--- src/design/sfs_pkg.sv ---
// Shared types, constants and rounding helper for the sawtooth Fourier synthesizer.
// No dependencies; used by every module of the block.
`default_nettype none

package sfs_pkg;

    localparam int MAX_HARMONICS = 128;
    localparam int INDEX_BITS    = 16;
    localparam int K_W           = $clog2(MAX_HARMONICS);
    localparam int FIFO_DEPTH    = 2;
    localparam int FIFO_AW       = $clog2(FIFO_DEPTH);
    localparam int DIV_W         = 56;
    localparam int DIV_CHUNK     = 8;
    localparam int DIV_STEPS     = DIV_W / DIV_CHUNK;

    localparam logic [7:0] REG_AMPLITUDE      = 8'd0;
    localparam logic [7:0] REG_PHASE_STEP     = 8'd1;
    localparam logic [7:0] REG_HARMONIC_COUNT = 8'd2;
    localparam logic [7:0] REG_REVERSE_MODE   = 8'd3;

    localparam logic [1:0] CLS_RUN  = 2'd0;
    localparam logic [1:0] CLS_ZERO = 2'd1;
    localparam logic [1:0] CLS_ERR  = 2'd2;

    localparam logic signed [32:0] Q30_ONE     = 33'sd1073741824;
    localparam logic signed [32:0] PI_Q30      = 33'sd3373259426;
    localparam logic signed [32:0] TWO_OVER_PI = 33'sd683565276;
    localparam logic signed [32:0] SC3 = -33'sd178956841;
    localparam logic signed [32:0] SC5 = 33'sd8946590;
    localparam logic signed [32:0] SC7 = -33'sd209544;
    localparam logic signed [32:0] CC4 = 33'sd44739220;
    localparam logic signed [32:0] CC6 = -33'sd1491139;
    localparam logic signed [32:0] CC8 = 33'sd26235;

    typedef logic signed [65:0] t_prod;

    typedef struct packed {
        logic [1:0]  cls;
        logic [31:0] step_d;
    } t_item;

    typedef struct packed {
        logic signed [23:0] amplitude;
        logic [7:0]         harmonic_count;
        logic               reverse_mode;
    } t_cfg;

    function automatic t_prod rnd30(input t_prod v);
        t_prod m;
        m = v[65] ? -v : v;
        m = (m + 66'sd536870912) >>> 30;
        return v[65] ? -m : m;
    endfunction

endpackage

`default_nettype wire

--- src/design/sfs_fifo.sv ---
// Short request queue between the front and back stages.
// Depends on sfs_pkg.
`default_nettype none

module sfs_fifo (
    input  wire logic           i_clk,
    input  wire logic           i_rst_n,
    input  wire logic           i_push,
    input  wire sfs_pkg::t_item i_item,
    output logic                o_ready,
    output logic                o_valid,
    output sfs_pkg::t_item      o_item,
    input  wire logic           i_pop
);

    sfs_pkg::t_item r_mem [sfs_pkg::FIFO_DEPTH];
    logic [sfs_pkg::FIFO_AW-1:0] r_wp;
    logic [sfs_pkg::FIFO_AW-1:0] r_rp;
    logic [sfs_pkg::FIFO_AW:0]   r_cnt;
    logic w_push;
    logic w_pop;

    assign o_ready = r_cnt != (sfs_pkg::FIFO_AW+1)'(sfs_pkg::FIFO_DEPTH);
    assign o_valid = r_cnt != '0;
    assign o_item  = r_mem[r_rp];
    assign w_push  = i_push && o_ready;
    assign w_pop   = i_pop && o_valid;

    always_ff @(posedge i_clk) begin
        if (!i_rst_n) begin
            r_wp  <= '0;
            r_rp  <= '0;
            r_cnt <= '0;
        end else begin
            if (w_push) begin
                r_wp <= r_wp + 1'b1;
            end
            if (w_pop) begin
                r_rp <= r_rp + 1'b1;
            end
            if (w_push && !w_pop) begin
                r_cnt <= r_cnt + 1'b1;
            end else if (w_pop && !w_push) begin
                r_cnt <= r_cnt - 1'b1;
            end
        end
    end

    always_ff @(posedge i_clk) begin
        if (w_push) begin
            r_mem[r_wp] <= i_item;
        end
    end

endmodule

`default_nettype wire

--- config.mk ---
export PLATFORM = sky130hd
export DESIGN_NAME = sfs_fifo
export DESIGN_NICKNAME = d
export VERILOG_FILES = /design/src/design/sfs_pkg.sv /design/src/design/sfs_fifo.sv
export SDC_FILE = /design/constraint.sdc
export NUM_CORES = 1
export LEC_CHECK = 0
export BUFFER_PORTS_ARGS = -buffer_cell sky130_fd_sc_hd__buf_4
export CAP_MARGIN = 20
export CORE_ASPECT_RATIO = 1.2
export CORE_MARGIN = 5
export CORE_UTILIZATION = 35
export CTS_BUF_LIST = sky130_fd_sc_hd__clkbuf_4 sky130_fd_sc_hd__clkbuf_8
export DETAILED_ROUTE_END_ITERATION = 16
export GPL_ROUTABILITY_DRIVEN = 0
export GPL_TIMING_DRIVEN = 0
export MAX_ROUTING_LAYER = met4
export PLACE_DENSITY = 0.6
export SETUP_SLACK_MARGIN = 0.05
export SLEW_MARGIN = 30
export SYNTH_ARGS = -nofsm -noshare
export SYNTH_HDL_FRONTEND = slang
export SYNTH_SLANG_ARGS = --single-unit
export TNS_END_PERCENT = 5
--- constraint.sdc ---
create_clock -name i_clk -period 1.79 [get_ports i_clk]
set_input_delay 0.0895 -clock i_clk [delete_from_list [all_inputs] [get_ports i_clk]]
set_output_delay 0.0895 -clock i_clk [all_outputs]
set_load 0.01 [all_outputs]
==> flow_summary.json, run 1 <==
{
  "outcome": "finished clean",
  "hold_path_depth": 3,
  "grt_max_degree": 35,
  "core_mm2": 0.007576,
  "routedWlPerCell_um": 15.10,
  "crit_path_end_kind": "output port",
  "start_kind": "register",
  "synth_warnings": 0,
  "grt_pass1_wl_mm": 8.542,
  "syn_area_mm2": 0.002688,
  "grt-ovfl-total": 0,
  "die_h_um": 106.0,
  "final.setup.tns_ps": 0,
  "final_layout_size_suffix_gt1_share_pct": 51.37,
  "utilization_pct": 51.94,
  "postCtsSetupBuffers": 0,
  "worst_slack_ps": 138.7,
  "stdcell_count": 347,
  "die_area_mm2": 0.009539,
  "dp_hpwl_mm": 3.301,
  "synth_seq_area_share_pct": 79.70,
  "num_antenna_cells": 0,
  "drt_iter0_markers": 54,
  "pin_count": 74,
  "fill_cells": 645,
  "viasPerCell": 4.415,
  "worst_pin_slew_ps": 495.1,
  "rr_worst_depth": 4,
  "fp-row-count": 35,
  "dp_slack_ps": 22.44,
  "finalMaxSlewViolations": 0,
  "numPortBuffers": 73,
  "critPathArrivalTime_ps": 1560,
  "cp.required_ps": 1700,
  "hold_class": "input pin to register",
  "first_global_vias": 1741,
  "hold_viol": 0,
  "initial_core_util_pct": 35.47,
  "drcViolationCount": 0,
  "crit_fanout": 10,
  "yosys-top-cells-area": "edfxtp_1, mux2_2, dfxtp_1",
  "grt_usage_pct": 12.00,
  "clkTransAtPathRegs_ps": 70,
  "synthCells": 130,
  "critPathKind": "register to output port",
  "holdCritStartpoint": "i_push",
  "drtPass1Iterations": 3,
  "dp_cells": 296,
  "insertion_delay_ps": 330,
  "r2r-end": "r_mem[0][22]",
  "yosys.area.top_type_share_pct": 75.98,
  "rsz0062_at_grt": "true",
  "max-vdd-ir-drop_v": 0.0006846,
  "syn_to_final_growth_pct": 46.42,
  "clockBufferDepth": 2,
  "clock_sinks": 73,
  "synthDistinctLibCells": 19,
  "vias": 1532,
  "reg2reg_from": "r_cnt[0]",
  "clock_tree.root_cell": "clkbuf_8",
  "p_leak_uw": 0.001487,
  "ys_seq_elements": 73,
  "pwr_density_cell_mw_per_mm2": 1247,
  "cap_violations": 0,
  "nets": 289,
  "relSlewSlack_pct": 66.99,
  "min_period_ps": 1651,
  "synth.avg_cell_area_um2": 20.67,
  "cts_htree_levels": 3,
  "clock_skew_ps": 8.090,
  "wl_mm": 5.241,
  "finalCritPeriodShare_pct": 92.25,
  "ant_nets": 0,
  "setup_violations": 0,
  "timing.hold.ws_ps": 79.04,
  "synth.largest_area_cell": "edfxtp_1",
  "ff2ff_setup_slack_ps": 200,
  "min_delay_worst_endpoint": "r_wp",
  "antenna_found_initial": 0,
  "cts_buffers": 9,
  "die_w_um": 90.00,
  "fmax_ghz": 0.6056,
  "syn_nets": 169,
  "cts_tree": "done"
}
[flip-flops by register name, summed over array words and instances (netlist names), named ones only]
register	count
r_cnt	2
r_mem	68
r_rp	1
r_wp	1
[final cells by class]
class	instances	area, um2	area share [%]
inverter	1	3.754	0.09539
buffer	4	31.28	0.7949
clock buffer	10	131.4	3.339
tap	92	115.1	2.925
timing repair buffer	109	925.9	23.53
multi-input combinational	52	526.8	13.39
clock inverter	6	58.81	1.494
sequential	73	2142	54.44
[worst max-delay path by stage]
stage | to | startpoint | depth (start not counted) | slack [ps]
final | o_item[12] | register | 4 | 140
after detailed placement | r_mem[1][23] | r_cnt[0] | 2 | 20
after global routing | o_item[12] | register | 4 | 10
after global placement | r_mem[0][0] | r_cnt[0] | 3 | -420
after floorplan | r_mem[0][0] | r_cnt[0] | 3 | 70
after CTS | o_item[27] | register | 4 | 3
[cells in the final DEF, fill, tap and decap left out, types with 2 or more instances in the layout]
| cell | n |
|---|---|
| buf_4 | 75 |
| edfxtp_1 | 68 |
| dlygate4sd3_1 | 35 |
| mux2_2 | 34 |
| clkbuf_8 | 9 |
| dfxtp_1 | 5 |
| and2_1 | 4 |
| xnor2_1 | 2 |
| clkinv_1 | 2 |
[synth_stat cells, drive strengths merged]
library cell / number
or3: 1
and2: 4
buf: 4
xnor2: 2
edfxtp: 68
inv: 1
o21ai: 2
xor2: 1
dfxtp: 5
or2: 1
ha: 1
nand2b: 1
a21bo: 1
and3: 1
nand3b: 1
a21boi: 2
mux2: 34
[where the power goes]
group	internal, uW	leakage [uW]	total, uW	switching (uW)
Sequential	2130	0.000676	2210	71.2
Combinational	832	0.000715	1480	652
Clock	650	0.0000948	1220	569
[worst max-delay path: stages (launching register included)]
cell and delay (ps):
dfxtp_1 300, buf_2 190, buf_4 230, mux2_2 360, buf_4 150
[metrics by stage]
stage	area [um2]	total power [uW]
2_1_floorplan	2689	3008
3_3_place_gp	3352	3621
3_5_place_dp	3379	3669
4_1_cts	3926	4981
5_1_grt	3935	5193
6_report	3935	4908
[routing by layer]
| metal | up-vias | global-route usage [%] | routed length [um] |
|---|---|---|---|
| li1 | 745 | - | - |
| met1 | 739 | 12.44 | 2063 |
| met2 | 40 | 20.76 | 2832 |
| met3 | 8 | 3.609 | 223 |
| met4 | 0 | 5.745 | 121 |
| met5 | - | - | 0 |
[kinds of logic (layout without fill, tap and decap cells)]
group	Yosys count	in the layout	share of synthesized area, %
mux	34	34	14.25
xor+xnor	3	3	0.9778
simple gates	9	9	2.421
fa+ha+maj	1	1	0.4655
buf+inv	5	130	0.8844
flops	73	73	79.70
compound gates	5	5	1.303
[what timing repair did]
item / in CTS / in global routing
endpoints found under the hold margin: 71 / 0
resized for setup: 2 / 5
hold buffers: 35 / 0
setup endpoints to repair: 64 / 27
Note: power is estimated with default switching activity, not from simulation.
==> inputs of run 2 (changes only) <==
ABC_AREA = 1   (was default)
==> flow_summary.json, run 2 <==
{
  "outcome": "finished clean",
  "yosys.area.top_type_share_pct": 71.67,
  "final_layout_size_suffix_gt1_share_pct": 49.08,
  "worst-path-stages": 10,
  "grt_max_degree": 19,
  "synth_edf_count": 68,
  "ys_top_cells_by_count": "edfxtp_1, mux2_4, nand2_1, inv_1, nor2_1",
  "num_antenna_cells": 0,
  "yosys-top-cells-area": "edfxtp_1, mux2_4, dfxtp_1",
  "die_w_um": 92.36,
  "first_global_vias": 1699,
  "insertion_delay_ps": 330,
  "die_area_mm2": 0.01005,
  "core_mm2": 0.008018,
  "dp_hpwl_mm": 3.410,
  "final_common_cell": "buf_4",
  "hold_class": "input pin to register",
  "dp_cells": 313,
  "finalCritPeriodShare_pct": 85.09,
  "hold_path_depth": 4,
  "clkTransAtPathRegs_ps": 80,
  "grt-ovfl-total": 0,
  "reg2reg_from": "r_cnt[0]",
  "critPathKind": "register to register",
  "relSlewSlack_pct": 84.30,
  "synth.largest_area_cell": "edfxtp_1",
  "internal_power_uw": 3773,
  "max-vdd-ir-drop_v": 0.0006670,
  "grt_usage_pct": 10.96,
  "syn_area_mm2": 0.002849,
  "pin_count": 74,
  "power_frac_comb_pct": 32.2,
  "initial_core_util_pct": 35.53,
  "grt_pass1_wl_mm": 7.955,
  "rsz0062_at_grt": "true",
  "synth_warnings": 0,
  "utilization_pct": 52.08,
  "holdCritStartpoint": "i_pop",
  "cpPeakStageDelay_ps": 330,
  "crit_fanout": 5,
  "ant_nets": 0,
  "worst_path_max_delay_cell": "dfxtp_1",
  "power_switching_uw": 1373,
  "critPathArrivalTime_ps": 1800,
  "cp_num_buf_inv": 4,
  "drtPass1Iterations": 4,
  "drt_iter0_markers": 64,
  "worst_slack_ps": 266.9,
  "nets": 305,
  "fp-row-count": 36,
  "clock_skew_ps": 9.169,
  "critPathTopFamily": "simple AND/OR/NAND/NOR gates",
  "top_regs": "r_mem: 68 flops, r_cnt: 2 flops",
  "wl_mm": 5.005,
  "die_h_um": 108.8,
  "clockBufferDepth": 2,
  "dp_slack_ps": 44.84,
  "crit_top_cell": "inv_1",
  "cts_htree_levels": 3,
  "start_kind": "register",
  "drcViolationCount": 0,
  "fmax_ghz": 0.6566,
  "cts_resized": 0,
  "min_period_ps": 1523,
  "clock_tree.root_cell": "clkbuf_8",
  "pwr-share-clk_pct": 24.5,
  "timing.hold.ws_ps": 168.2,
  "pwr_density_cell_mw_per_mm2": 1232,
  "worst_pin_slew_ps": 234.9,
  "hold_viol": 0,
  "ys_seq_elements": 73,
  "cts_buffers": 9,
  "synth_most_common_cell": "edfxtp_1",
  "largest-register": "r_mem",
  "cp_cell_sequence": "inv_1 -> nand2_1 -> nand2_1 -> inv_1 -> ha_1 -> inv_1 -> nand3_1 -> nand2_1 -> inv_1 -> nor2_1",
  "cap_violations": 0,
  "syn_to_final_growth_pct": 46.55,
  "largest_register_ffs": 68,
  "numPortBuffers": 73,
  "async_reset_ff_share_pct": 0,
  "cp.required_ps": 2070,
  "crit_path_end_kind": "register",
  "p_sw_share_pct": 26.68,
  "finalMaxSlewViolations": 0,
  "syn_nets": 182,
  "critPathLaunch": "r_cnt[0]",
  "final_cell_mix": "buf_4, edfxtp_1, dlygate4sd3_1, mux2_4",
  "clock_sinks": 73,
  "p_total_uw": 5146,
  "ys_dominant_reg_cell": "edfxtp_1",
  "p_seq_share_pct": 43.3,
  "viasPerCell": 4.339,
  "synthDistinctLibCells": 15,
  "rr_worst_depth": 10,
  "synthCells": 143,
  "antenna_found_initial": 0,
  "cts_tree": "done",
  "vias": 1588,
  "p_leak_uw": 0.001662,
  "setup_violations": 0,
  "synth.avg_cell_area_um2": 19.92,
  "routedWlPerCell_um": 13.67,
  "stdcell_count": 366,
  "synth_seq_area_share_pct": 75.19
}
[run 2: changes by cell type after synthesis, moves of 4 or more]
| cell | previous run | this run |
|---|---|---|
| mux2_2 | 34 | 4 |
| buf_2 | 4 | 0 |
| nor2_1 | 0 | 8 |
| and2_1 | 4 | 0 |
| inv_1 | 1 | 8 |
| mux2_4 | 0 | 30 |
| nand2_1 | 0 | 9 |
[run 2: final cells by class]
cell class	instances	area [um2]
fillers	672	3842
well taps	95	118.9
clock inverters	6	67.56
inverters	8	30.03
repair buffers	112	993.5
plain buffers	4	71.32
flip-flops and latches	73	2142
clock buffers	10	131.4
multi-input cells	58	620.6
[run 2: worst register-to-register path: stages (launching register included)]
cell and delay, ps:
dfxtp_1 330, inv_1 110, nand2_1 80, nand2_1 200, inv_1 90, ha_1 330, inv_1 80, nand3_1 70
nand2_1 60, inv_1 40, nor2_1 80
[run 2: metal layers]
layer  GRT usage [%]  part of all wire [%]  vias to the layer above
li1                -                     -                      781
met1           11.29                    39                      748
met2           18.56                    53                       49
met3           3.244                   5.9                       10
met4           6.476                   2.3                        0
met5               -                     0                        -
[run 2: path summary, 6_finish.rpt]
kind         slack [ps]  endpoint
max                 270  r_cnt[1]
min reg2reg         530      r_rp
min                 170      r_rp
max reg2reg         270  r_cnt[1]
[run 2: power groups by stage]
stage	Clock (uW)	Sequential (uW)	Combinational, uW
2_1_floorplan	0	2250	940
3_3_place_gp	0	2270	1510
3_5_place_dp	0	2270	1590
4_1_cts	1310	2230	1680
5_1_grt	1390	2250	1790
6_report	1260	2230	1660
[run 2: what timing repair did]
action                     in CTS  in global routing
pin swaps                       1                  1
hold endpoints to repair       70                  0
setup endpoints to repair      36                 19
cloned                          0                  0
setup buffers                   1                  1
hold buffers                   35                  0
[run 2: cells by family after synthesis]
kind of cell               share of synthesized area [%]
DFF                                                75.19
muxes                                              17.39
buffers and inverters                              3.557
AOI/OAI and AO/OA                                 0.7905
and+or+nand+nor                                    2.635
adders and majority gates                         0.4391
[run 2: stage by stage]
step                      cell area, um2  TNS (ps)
after global routing                4175         0
after global placement              3521    -48800
after floorplan                     2854    -11250
after detailed placement            3586         0
after CTS                           4155         0
final                               4175         0
