## config.mk

```make
export PLATFORM = sky130hd
export DESIGN_NAME = sfs_front
export DESIGN_NICKNAME = d
export VERILOG_FILES = /design/src/design/sfs_pkg.sv /design/src/design/sfs_front.sv
export SDC_FILE = /design/constraint.sdc
export NUM_CORES = 1
export LEC_CHECK = 0
export BUFFER_PORTS_ARGS = -buffer_cell sky130_fd_sc_hd__buf_4
export CAP_MARGIN = 10
export CORE_AREA = 2 2 147 149
export DETAILED_ROUTE_END_ITERATION = 7
export DIE_AREA = 0 0 149 151
export PLACE_DENSITY = 0.79
export SYNTH_ARGS = -nofsm -noshare
export SYNTH_HDL_FRONTEND = slang
export SYNTH_SLANG_ARGS = --single-unit
export TNS_END_PERCENT = 1
```

## constraint.sdc

```tcl
create_clock -name i_clk -period 6.8 [get_ports i_clk]
set_input_delay 0.34 -clock i_clk [delete_from_list [all_inputs] [get_ports i_clk]]
set_output_delay 0.34 -clock i_clk [all_outputs]
set_load 0.005 [all_outputs]
```

## src/design/sfs_pkg.sv

```systemverilog
// Shared types, constants and rounding helper for the sawtooth Fourier synthesizer.
// No dependencies; used by every module of the block.
`default_nettype none

package sfs_pkg;

    localparam int MAX_HARMONICS = 128;
    localparam int INDEX_BITS    = 16;
    localparam int K_W           = $clog2(MAX_HARMONICS);
    localparam int FIFO_DEPTH    = 2;
    localparam int FIFO_AW       = $clog2(FIFO_DEPTH);
    localparam int DIV_W         = 56;
    localparam int DIV_CHUNK     = 8;
    localparam int DIV_STEPS     = DIV_W / DIV_CHUNK;

    localparam logic [7:0] REG_AMPLITUDE      = 8'd0;
    localparam logic [7:0] REG_PHASE_STEP     = 8'd1;
    localparam logic [7:0] REG_HARMONIC_COUNT = 8'd2;
    localparam logic [7:0] REG_REVERSE_MODE   = 8'd3;

    localparam logic [1:0] CLS_RUN  = 2'd0;
    localparam logic [1:0] CLS_ZERO = 2'd1;
    localparam logic [1:0] CLS_ERR  = 2'd2;

    localparam logic signed [32:0] Q30_ONE     = 33'sd1073741824;
    localparam logic signed [32:0] PI_Q30      = 33'sd3373259426;
    localparam logic signed [32:0] TWO_OVER_PI = 33'sd683565276;
    localparam logic signed [32:0] SC3 = -33'sd178956841;
    localparam logic signed [32:0] SC5 = 33'sd8946590;
    localparam logic signed [32:0] SC7 = -33'sd209544;
    localparam logic signed [32:0] CC4 = 33'sd44739220;
    localparam logic signed [32:0] CC6 = -33'sd1491139;
    localparam logic signed [32:0] CC8 = 33'sd26235;

    typedef logic signed [65:0] t_prod;

    typedef struct packed {
        logic [1:0]  cls;
        logic [31:0] step_d;
    } t_item;

    typedef struct packed {
        logic signed [23:0] amplitude;
        logic [7:0]         harmonic_count;
        logic               reverse_mode;
    } t_cfg;

    function automatic t_prod rnd30(input t_prod v);
        t_prod m;
        m = v[65] ? -v : v;
        m = (m + 66'sd536870912) >>> 30;
        return v[65] ? -m : m;
    endfunction

endpackage

`default_nettype wire

```

## src/design/sfs_front.sv

```systemverilog
// Front stage: accepts sample requests, classifies them and forms the per-harmonic phase step.
// Depends on sfs_pkg.
`default_nettype none

module sfs_front (
    input  wire logic                          i_clk,
    input  wire logic                          i_rst_n,
    input  wire logic                          i_valid,
    output logic                               o_ready,
    input  wire logic [sfs_pkg::INDEX_BITS-1:0] i_sample_index,
    input  wire logic [31:0]                   i_phase_step,
    input  wire logic [7:0]                    i_harmonic_count,
    output logic                               o_push,
    output sfs_pkg::t_item                     o_item,
    input  wire logic                          i_push_ready
);

    logic           r_valid;
    sfs_pkg::t_item r_item;
    logic [sfs_pkg::INDEX_BITS+31:0] w_prod;

    assign w_prod  = i_sample_index * i_phase_step;
    assign o_ready = !r_valid || i_push_ready;
    assign o_push  = r_valid;
    assign o_item  = r_item;

    always_ff @(posedge i_clk) begin
        if (!i_rst_n) begin
            r_valid <= 1'b0;
        end else if (o_ready) begin
            r_valid <= i_valid;
        end
    end

    always_ff @(posedge i_clk) begin
        if (i_valid && o_ready) begin
            r_item.step_d <= w_prod[31:0];
            if (i_harmonic_count > 8'(sfs_pkg::MAX_HARMONICS)) begin
                r_item.cls <= sfs_pkg::CLS_ERR;
            end else if (i_harmonic_count < 8'd2) begin
                r_item.cls <= sfs_pkg::CLS_ZERO;
            end else begin
                r_item.cls <= sfs_pkg::CLS_RUN;
            end
        end
    end

endmodule

`default_nettype wire

```

==> qor.log, run 1 <==
[place] worst slack after detailed placement 0.166 ns
[routing] number of design rule violations left after detail routing 0
[layout] Final nets 1825
[synth] Yosys warning count 0
[die] die span in y 151 µm
[job] max-cap violation count 0
[clock_tree] Setup Buffers After CTS 0
[layout] number of antenna cells inserted 0
[die] Die Wd 149 µm
[clock_tree] post-cts gate resize count 0
[sta] Fin Clk Skew 0.00357 ns
[place] DP Wirelength 23700 µm
[clock_tree] count of hold buffers inserted by post-cts repair 0
[clock_tree] Inserted Clock Buffers 5
[routing] average wire length per cell after detail routing 17.8 µm
[layout] fraction of final layout cells with drive strength greater than 1 8.02%
[setup_path] Worst path most repeated cell fa_1
[die] total number of placement rows 53
[sta] final critical path time including I/O delays and setup 6.37 ns
[setup_path] crit path max fanout 31
[sta] final count of negative-setup-slack endpoints 0
[setup_path] critical path endpoint category register
[routing] overall routed net length 29800 µm
[layout] leading cell type in the layout, fill and taps excluded inv_1
[grt] GRT Residual Overflow 0
[layout] leading cell types in the layout, fill and taps excluded 330 x inv_1, 304 x fa_1, 253 x nand2_1
[synth] Post-Syn Instances 1351
[sta] hold slack 0.314 ns
[clock_tree] count of clock tree sinks 35
[sta] Final Hold Fails 0
[grt] overall global routing resource usage 28.3%
[clock_tree] TritonCTS clock tree done
[synth] number of distinct standard cells referenced by the synthesized netlist 42
[die] Initial Util 59.6%
[synth] number of enable-type register cells in the synthesized netlist 34
[grt] number of antenna violations at the first check in global routing 1
[synth] average instance area after synthesis 9.19 µm²
[layout] Final Core Density 64.4%
[sta] Worst Tran Pin Value 0.445 ns
[routing] First-pass DRT Iterations 5
[clock_tree] H-tree lvl count 2
[grt] maximum number of pins on one net before global-route repair 35
[sta] final critical-path setup slack 0.430 ns
[sta] Final Max Tran Viols 0
[sta] fmax 0.157 GHz
[die] area enclosed by the die boundary 22500 µm²
[run_status] status complete, no violations
[setup_path] Data required, critical path 6.83 ns
[setup_path] slowest CP cell fa_1
[setup_path] critical setup path kind in -> reg
[sta] setup repair after global routing missed its margin no
[routing] detailed-route vias per instance 5.53
[synth] number of flip-flops and latches in the synthesized netlist 35
[clock_tree] library cell used as clock root buffer clkbuf_16
[routing] via count 9247
[layout] growth of design area from synthesis to finish 8.02%
[place] number of port buffers 95
[die] placeable core region 20800 µm²
[clock_tree] maximum buffer depth of the clock tree 2
[place] gpl congestion 0.872
[sta] Max-Slew Margin vs Limit 70.4%
[clock_tree] Skew-Pair Late Insertion Delay 0.28 ns
[setup_path] critical path startpoint category input port
[synth] fraction of the yosys area taken by sequential cells 8.39%
[synth] Most used DFF post-synth edfxtp_1
[sta] share of the clock period used by the worst path 93.7%
[clock_tree] register clock-pin slew on the reported worst setup and hold paths 0.06 ns
[routing] DRC marker count from the first detailed-route iteration 641
[die] I/O pin cnt 96
[setup_path] worst endpoint data arrival time 6.40 ns
[synth] Syn Nets 1780
[setup_path] Cell Chain, Critical Path buf_4 > nand2_1 > fa_1 > fa_1 > fa_1 > inv_1 > fa_1 > fa_1 > inv_1 > fa_1 > inv_1 > ha_1 > a21o_1 > a21o_1 > a221o_1 > a21oi_1 > a211o_1 > o211ai_1 > a21o_1 > a21oi_1 > xnor2_1
[grt] number of global-route vias before repair 10035
[grt] wire length of the first global-routing pass 49000 µm
[synth] share of flip-flops with an asynchronous set or reset after synthesis 0%
[worst_hold_path] Min-Delay Path Class in -> reg
[setup_path] largest stage delay on the critical path 0.55 ns
[routing] final antenna-violating net count 0
[sta] TNS Setup 0 ns
[synth] Mapped Area 12400 µm²
==> registers in the layout (all words and copies together), names as in the netlist <==
name	cells
o_item	34
o_push	1
==> metrics by stage <==
| step | area [µm²] | std cells |
|---|---|---|
| detailed placement | 13300 | 1664 |
| global placement | 13300 | 1664 |
| floorplan | 12400 | 1351 |
| finish | 13400 | 1672 |
| global route | 13400 | 1672 |
| CTS | 13400 | 1672 |
==> final cells by class <==
cell class	instances	area, µm²
fillers	1737	7410
inverters	330	1240
repair buffers	96	721
clock buffers	5	125
clock inverters	3	23.8
well taps	275	344
multi-input cells	928	9920
flip-flops and latches	35	1040
==> critical path: cells and delay by family <==
kind	cells	cell delay, ns
adder cells (fa/ha/maj)	7	3.36
AO/OA/AOI/OAI	8	1.87
XOR/XNOR	1	0.11
buffers and inverters	4	0.48
AND/OR/NAND/NOR	1	0.16
==> per-layer routing <==
metal | vias up | track usage (%) | wire [µm]
li1 | 3976 | - | -
met1 | 4745 | 33.8 | 10600
met2 | 427 | 51.2 | 15800
met3 | 99 | 3.86 | 1970
met4 | 0 | 12.4 | 1410
met5 | - | 0 | 0
==> synthesized netlist by cell type, types with 5 or more instances <==
cell type / number / area (µm²)
o21ai_0: 6 / 30.0
clkbuf_1: 58 / 218
and2_1: 149 / 932
o211ai_1: 5 / 37.5
a21oi_1: 18 / 90.1
o21a_1: 7 / 52.6
xnor2_1: 39 / 342
nand2_1: 253 / 950
a21o_1: 12 / 90.1
ha_1: 65 / 813
fa_1: 304 / 6090
nor2_1: 15 / 56.3
xor2_1: 12 / 105
inv_1: 330 / 1240
edfxtp_1: 34 / 1020
==> cells by family (layout without fill, tap and decap cells) <==
group	after synthesis	after routing	synth area share, %
compound gates	73	73	4.16
xor+xnor	51	51	3.60
fa+ha+maj	369	369	55.6
buf+inv	388	434	11.7
flops	35	35	8.39
simple gates	435	435	16.5
==> worst paths after layout <==
check	from	to	slack, ns	cells past startpoint
max	i_sample_index[1]	o_item[31]	0.43	21
min	i_valid	o_push	0.31	3
max reg2reg	o_push	o_item[22]	5.51	3
min reg2reg	o_push	o_push	0.54	2
Power of run 1 is not shown: default switching activity piles up to over one toggle a cycle in this logic, so the estimate is an artifact.
==> inputs of run 2 (changes only) <==
- clock period: 6.8 -> 7.2 ns (I/O delays scaled with it)
==> run 2 against run 1 <==
- count of clock-buffer cells in the layout did not move
- clock skew is 0.00094 ns higher
- die area stayed put
- via count decreased by 0.44%
- critical path depth increased by 1
- sequential share of layout area barely moved
==> qor.log, run 2 (synthesized netlist as in run 1, its figures left out) <==
[grt] number of antenna violations at the first check in global routing 0
[worst_hold_path] Min-Delay Path Class in -> reg
[job] max-cap violation count 0
[run_status] status complete, no violations
[setup_path] Worst path most repeated cell fa_1
[setup_path] Crit. Startpoint i_sample_index[1]
[sta] final critical-path setup slack 0.790 ns
[routing] number of design rule violations left after detail routing 0
[routing] via count 9206
[setup_path] RR Startpoint o_push
[clock_tree] Skew-Pair Late Insertion Delay 0.28 ns
[layout] growth of design area from synthesis to finish 8.18%
[grt] GRT Residual Overflow 0
[setup_path] R2R Setup Slk 5.92 ns
[sta] setup repair after global routing missed its margin no
[setup_path] critical path startpoint category input port
[clock_tree] count of hold buffers inserted by post-cts repair 0
[setup_path] critical setup path kind in -> reg
[setup_path] worst endpoint data arrival time 6.44 ns
[sta] fmax 0.156 GHz
[sta] final count of negative-setup-slack endpoints 0
[routing] average wire length per cell after detail routing 17.9 µm
[place] DP Wirelength 23700 µm
[setup_path] Largest delay share family, worst path adder cells
[clock_tree] post-cts gate resize count 0
[die] Die Wd 149 µm
[sta] Max-Slew Margin vs Limit 70.0%
[grt] number of global-route vias before repair 9879
[clock_tree] Inserted Clock Buffers 5
[setup_path] count of buffering cells on the critical path with inverters included 4
[layout] Final nets 1825
[clock_tree] maximum buffer depth of the clock tree 2
[setup_path] Cell Chain, Critical Path buf_4 > nand2_1 > fa_1 > fa_1 > inv_1 > fa_1 > fa_1 > fa_1 > inv_1 > fa_1 > inv_1 > ha_1 > and2_4 > and3_4 > a211o_1 > a31o_1 > a311oi_4 > o21ai_2 > nor3_2 > o21bai_1 > a21oi_2 > xnor2_1
[layout] max reg flops 34
[layout] number of antenna cells inserted 0
[die] die span in y 151 µm
[die] I/O pin cnt 96
[routing] final antenna-violating net count 0
[setup_path] Data required, critical path 7.23 ns
[setup_path] critical path endpoint category register
[layout] fraction of final layout cells with drive strength greater than 1 8.02%
[worst_hold_path] hold wc startpoint i_valid
[worst_hold_path] cell depth of the worst hold path 3
[setup_path] slowest CP cell fa_1
[sta] share of the clock period used by the worst path 89.0%
[die] area enclosed by the die boundary 22500 µm²
[layout] leading cell types in the layout, fill and taps excluded 330 x inv_1, 304 x fa_1, 253 x nand2_1
[clock_tree] count of clock tree sinks 35
[place] gpl congestion 0.872
[clock_tree] TritonCTS clock tree done
[die] Initial Util 59.6%
[setup_path] count of cells along the worst register-to-register path 3
[place] number of port buffers 95
[sta] final critical path time including I/O delays and setup 6.41 ns
[die] placeable core region 20800 µm²
[clock_tree] register clock-pin slew on the reported worst setup and hold paths 0.06 ns
[worst_hold_path] worst-case hold path end point o_push
[die] total number of placement rows 53
[setup_path] crit path max fanout 31
[sta] Worst Tran Pin Value 0.449 ns
[sta] Final Hold Fails 0
[sta] Final Max Tran Viols 0
[sta] TNS Setup 0 ns
[clock_tree] H-tree lvl count 2
[clock_tree] library cell used as clock root buffer clkbuf_16
[place] worst slack after detailed placement 0.555 ns
[sta] Fin Clk Skew 0.00451 ns
[clock_tree] Setup Buffers After CTS 0
[setup_path] endpoint of the worst register-to-register path o_item[21]
[routing] First-pass DRT Iterations 6
[grt] wire length of the first global-routing pass 49200 µm
[grt] maximum number of pins on one net before global-route repair 35
[routing] detailed-route vias per instance 5.51
[layout] leading cell type in the layout, fill and taps excluded inv_1
[grt] overall global routing resource usage 28.4%
[routing] DRC marker count from the first detailed-route iteration 653
[setup_path] largest stage delay on the critical path 0.56 ns
[routing] overall routed net length 29900 µm
==> run 2: area by class of cell <==
type,instances,area (µm²)
clock inverter,3,43.8
sequential,35,1040
clock buffer,5,125
inverter,330,1240
tap,275,344
timing repair buffer,96,721
fill,1702,7390
multi-input combinational,928,9920
==> run 2: stage by stage <==
| stage | instance area, µm² | utilization, % | instances | hold WS [ns] |
|---|---|---|---|---|
| 2_1_floorplan | 12400 | - | 1351 | 0.499 |
| 3_3_place_gp | 13300 | 63.7 | 1664 | 0.520 |
| 3_5_place_dp | 13300 | 63.7 | 1664 | 0.531 |
| 4_1_cts | 13400 | 64.5 | 1672 | 0.331 |
| 5_1_grt | 13400 | 64.5 | 1672 | 0.341 |
| 6_report | 13400 | 64.5 | 1672 | 0.339 |
==> run 2: worst max path at each step <==
stage / cells after the start / end / slack (ns)
finish: 22 / o_item[30] / 0.79
CTS: 22 / o_item[30] / 0.85
detailed placement: 22 / o_item[30] / 0.56
global route: 22 / o_item[30] / 0.60
floorplan: 23 / o_item[30] / 0.94
global placement: 22 / o_item[30] / 0.71
==> run 2: worst min-delay path, stage by stage <==
cell,delay (ns)
buf_4,0.11
inv_1,0.04
a21boi_0,0.06
==> run 2: layer usage <==
metal	GRT usage [%]	routed length (µm)	up-vias
met5	0	0	-
met3	4.07	2200	91
met1	34.0	10500	4721
li1	-	-	3979
met4	11.6	1350	0
met2	51.6	15800	415
Power of run 2 is left out for the same reason.
==> inputs of run 3 (changes only) <==
- REMOVE_ABC_BUFFERS: default -> 1
==> run 3 against run 2 <==
- hold slack worse by 0.0040 ns
- clock skew up 0.0016 ns
- first-iteration DRC count shrank 4.6%
- via count grew 0.54%
- register-to-register slack lost 0.02 ns
- critical path type unchanged
- largest cell class unchanged
- highest routed layer unchanged
==> qor.log, run 3 (synthesized netlist as in run 1, its figures left out) <==
[run_status] status complete, no violations
[clock_tree] register clock-pin slew on the reported worst setup and hold paths 0.06 ns
[setup_path] RR Startpoint o_push
[routing] detailed-route vias per instance 5.54
[worst_hold_path] Min-Delay Path Class in -> reg
[sta] Worst Tran Pin Value 0.467 ns
[layout] Final Core Density 64.4%
[place] gpl congestion 0.905
[layout] leading cell type in the layout, fill and taps excluded inv_1
[grt] overall global routing resource usage 30.0%
[clock_tree] Setup Buffers After CTS 0
[routing] via count 9256
[setup_path] worst endpoint data arrival time 6.39 ns
[die] I/O pin cnt 96
[sta] final critical path time including I/O delays and setup 6.34 ns
[routing] First-pass DRT Iterations 5
[worst_hold_path] hold wc startpoint i_rst_n
[sta] TNS Setup 0 ns
[grt] number of global-route vias before repair 10544
[clock_tree] library cell used as clock root buffer clkbuf_16
[sta] Fin Clk Skew 0.00614 ns
[setup_path] critical path startpoint category input port
[setup_path] endpoint of the worst register-to-register path o_item[11]
[layout] number of fill cells in the layout 1721
[layout] leading cell types in the layout, fill and taps excluded 330 x inv_1, 304 x fa_1, 253 x nand2_1
[clock_tree] count of hold buffers inserted by post-cts repair 0
[clock_tree] count of clock tree sinks 35
[place] area post-placement 13300 µm²
[die] die span in y 151 µm
[job] max-cap violation count 0
[clock_tree] Skew-Pair Late Insertion Delay 0.29 ns
[clock_tree] post-cts gate resize count 0
[layout] sequential cell area 1040 µm²
[routing] average wire length per cell after detail routing 18.5 µm
[layout] growth of design area from synthesis to finish 7.96%
[die] area enclosed by the die boundary 22500 µm²
[die] placeable core region 20800 µm²
[setup_path] critical path endpoint category register
[setup_path] R2R Setup Slk 5.90 ns
[die] Die Wd 149 µm
[sta] share of the clock period used by the worst path 88.1%
[setup_path] count of cells along the worst register-to-register path 3
[setup_path] crit path max fanout 31
[layout] fraction of final layout cells with drive strength greater than 1 7.95%
[worst_hold_path] worst-case hold path end point o_push
[grt] GRT Residual Overflow 0
[routing] final antenna-violating net count 0
[die] Initial Util 59.6%
[grt] number of antenna violations at the first check in global routing 0
[routing] number of design rule violations left after detail routing 0
[place] number of port buffers 95
[routing] overall routed net length 30900 µm
[worst_hold_path] cell depth of the worst hold path 2
[clock_tree] H-tree lvl count 2
[clock_tree] maximum buffer depth of the clock tree 2
[clock_tree] Inserted Clock Buffers 5
[layout] Final nets 1825
[layout] max reg flops 34
[sta] Final Max Tran Viols 0
[routing] DRC marker count from the first detailed-route iteration 623
[grt] wire length of the first global-routing pass 51700 µm
[sta] final count of negative-setup-slack endpoints 0
[sta] Max-Slew Margin vs Limit 68.9%
[die] total number of placement rows 53
[clock_tree] TritonCTS clock tree done
[setup_path] Data required, critical path 7.25 ns
[layout] footprint of the multi-input gates 9920 µm²
[layout] number of antenna cells inserted 0
[sta] fmax 0.158 GHz
[sta] setup repair after global routing missed its margin no
[place] DP Wirelength 23400 µm
[sta] Final Hold Fails 0
[setup_path] critical setup path kind in -> reg
[grt] maximum number of pins on one net before global-route repair 35
[layout] Post-Layout Inst Area 13400 µm²
## run 3: routing by layer
metal	track usage, %	vias up	wire length [µm]	part of all wire [%]
met5	0	-	0	0
met4	13.3	0	1310	4.3
met3	4.94	115	2660	8.6
met2	53.1	475	15800	51
met1	36.3	4693	11100	36
li1	-	3973	-	-
## run 3: metrics by stage
| stage | worst slack (ns) | hold WS (ns) | instances |
|---|---|---|---|
| after global routing | 0.570 | 0.349 | 1672 |
| after detailed placement | 0.575 | 0.527 | 1664 |
| final | 0.858 | 0.335 | 1672 |
| after floorplan | 1.33 | 0.499 | 1293 |
| after CTS | 0.884 | 0.330 | 1672 |
| after global placement | 0.689 | 0.515 | 1664 |
## run 3: area by class of cell
type / count / area share (%)
tap: 275 / 2.57
inverter: 330 / 9.24
timing repair buffer: 96 / 5.38
multi-input combinational: 928 / 74.0
clock buffer: 6 / 0.962
clock inverter: 2 / 0.0934
sequential: 35 / 7.77
## run 3: how the worst max path moves through the flow
stage,startpoint,end,depth (start not counted)
after floorplan,i_phase_step[9],o_item[30],22
after global placement,i_sample_index[1],o_item[31],21
after detailed placement,i_sample_index[1],o_item[30],22
after CTS,i_sample_index[1],o_item[30],22
after global routing,i_sample_index[1],o_item[30],22
final,i_sample_index[1],o_item[30],22
## run 3: critical path: stages
cell      delay, ns
buf_4          0.36
nand2_1        0.17
fa_1           0.53
fa_1           0.56
inv_1          0.06
fa_1           0.48
fa_1           0.51
fa_1           0.49
inv_1          0.05
fa_1           0.47
inv_1          0.04
ha_1           0.33
and2_4         0.19
and3_4         0.17
a211o_1        0.28
a31o_1         0.24
a311oi_4       0.46
o21ai_2        0.14
nor3_2         0.15
o21bai_1       0.11
a21oi_2        0.15
xnor2_1        0.07
Power of run 3 is left out for the same reason.
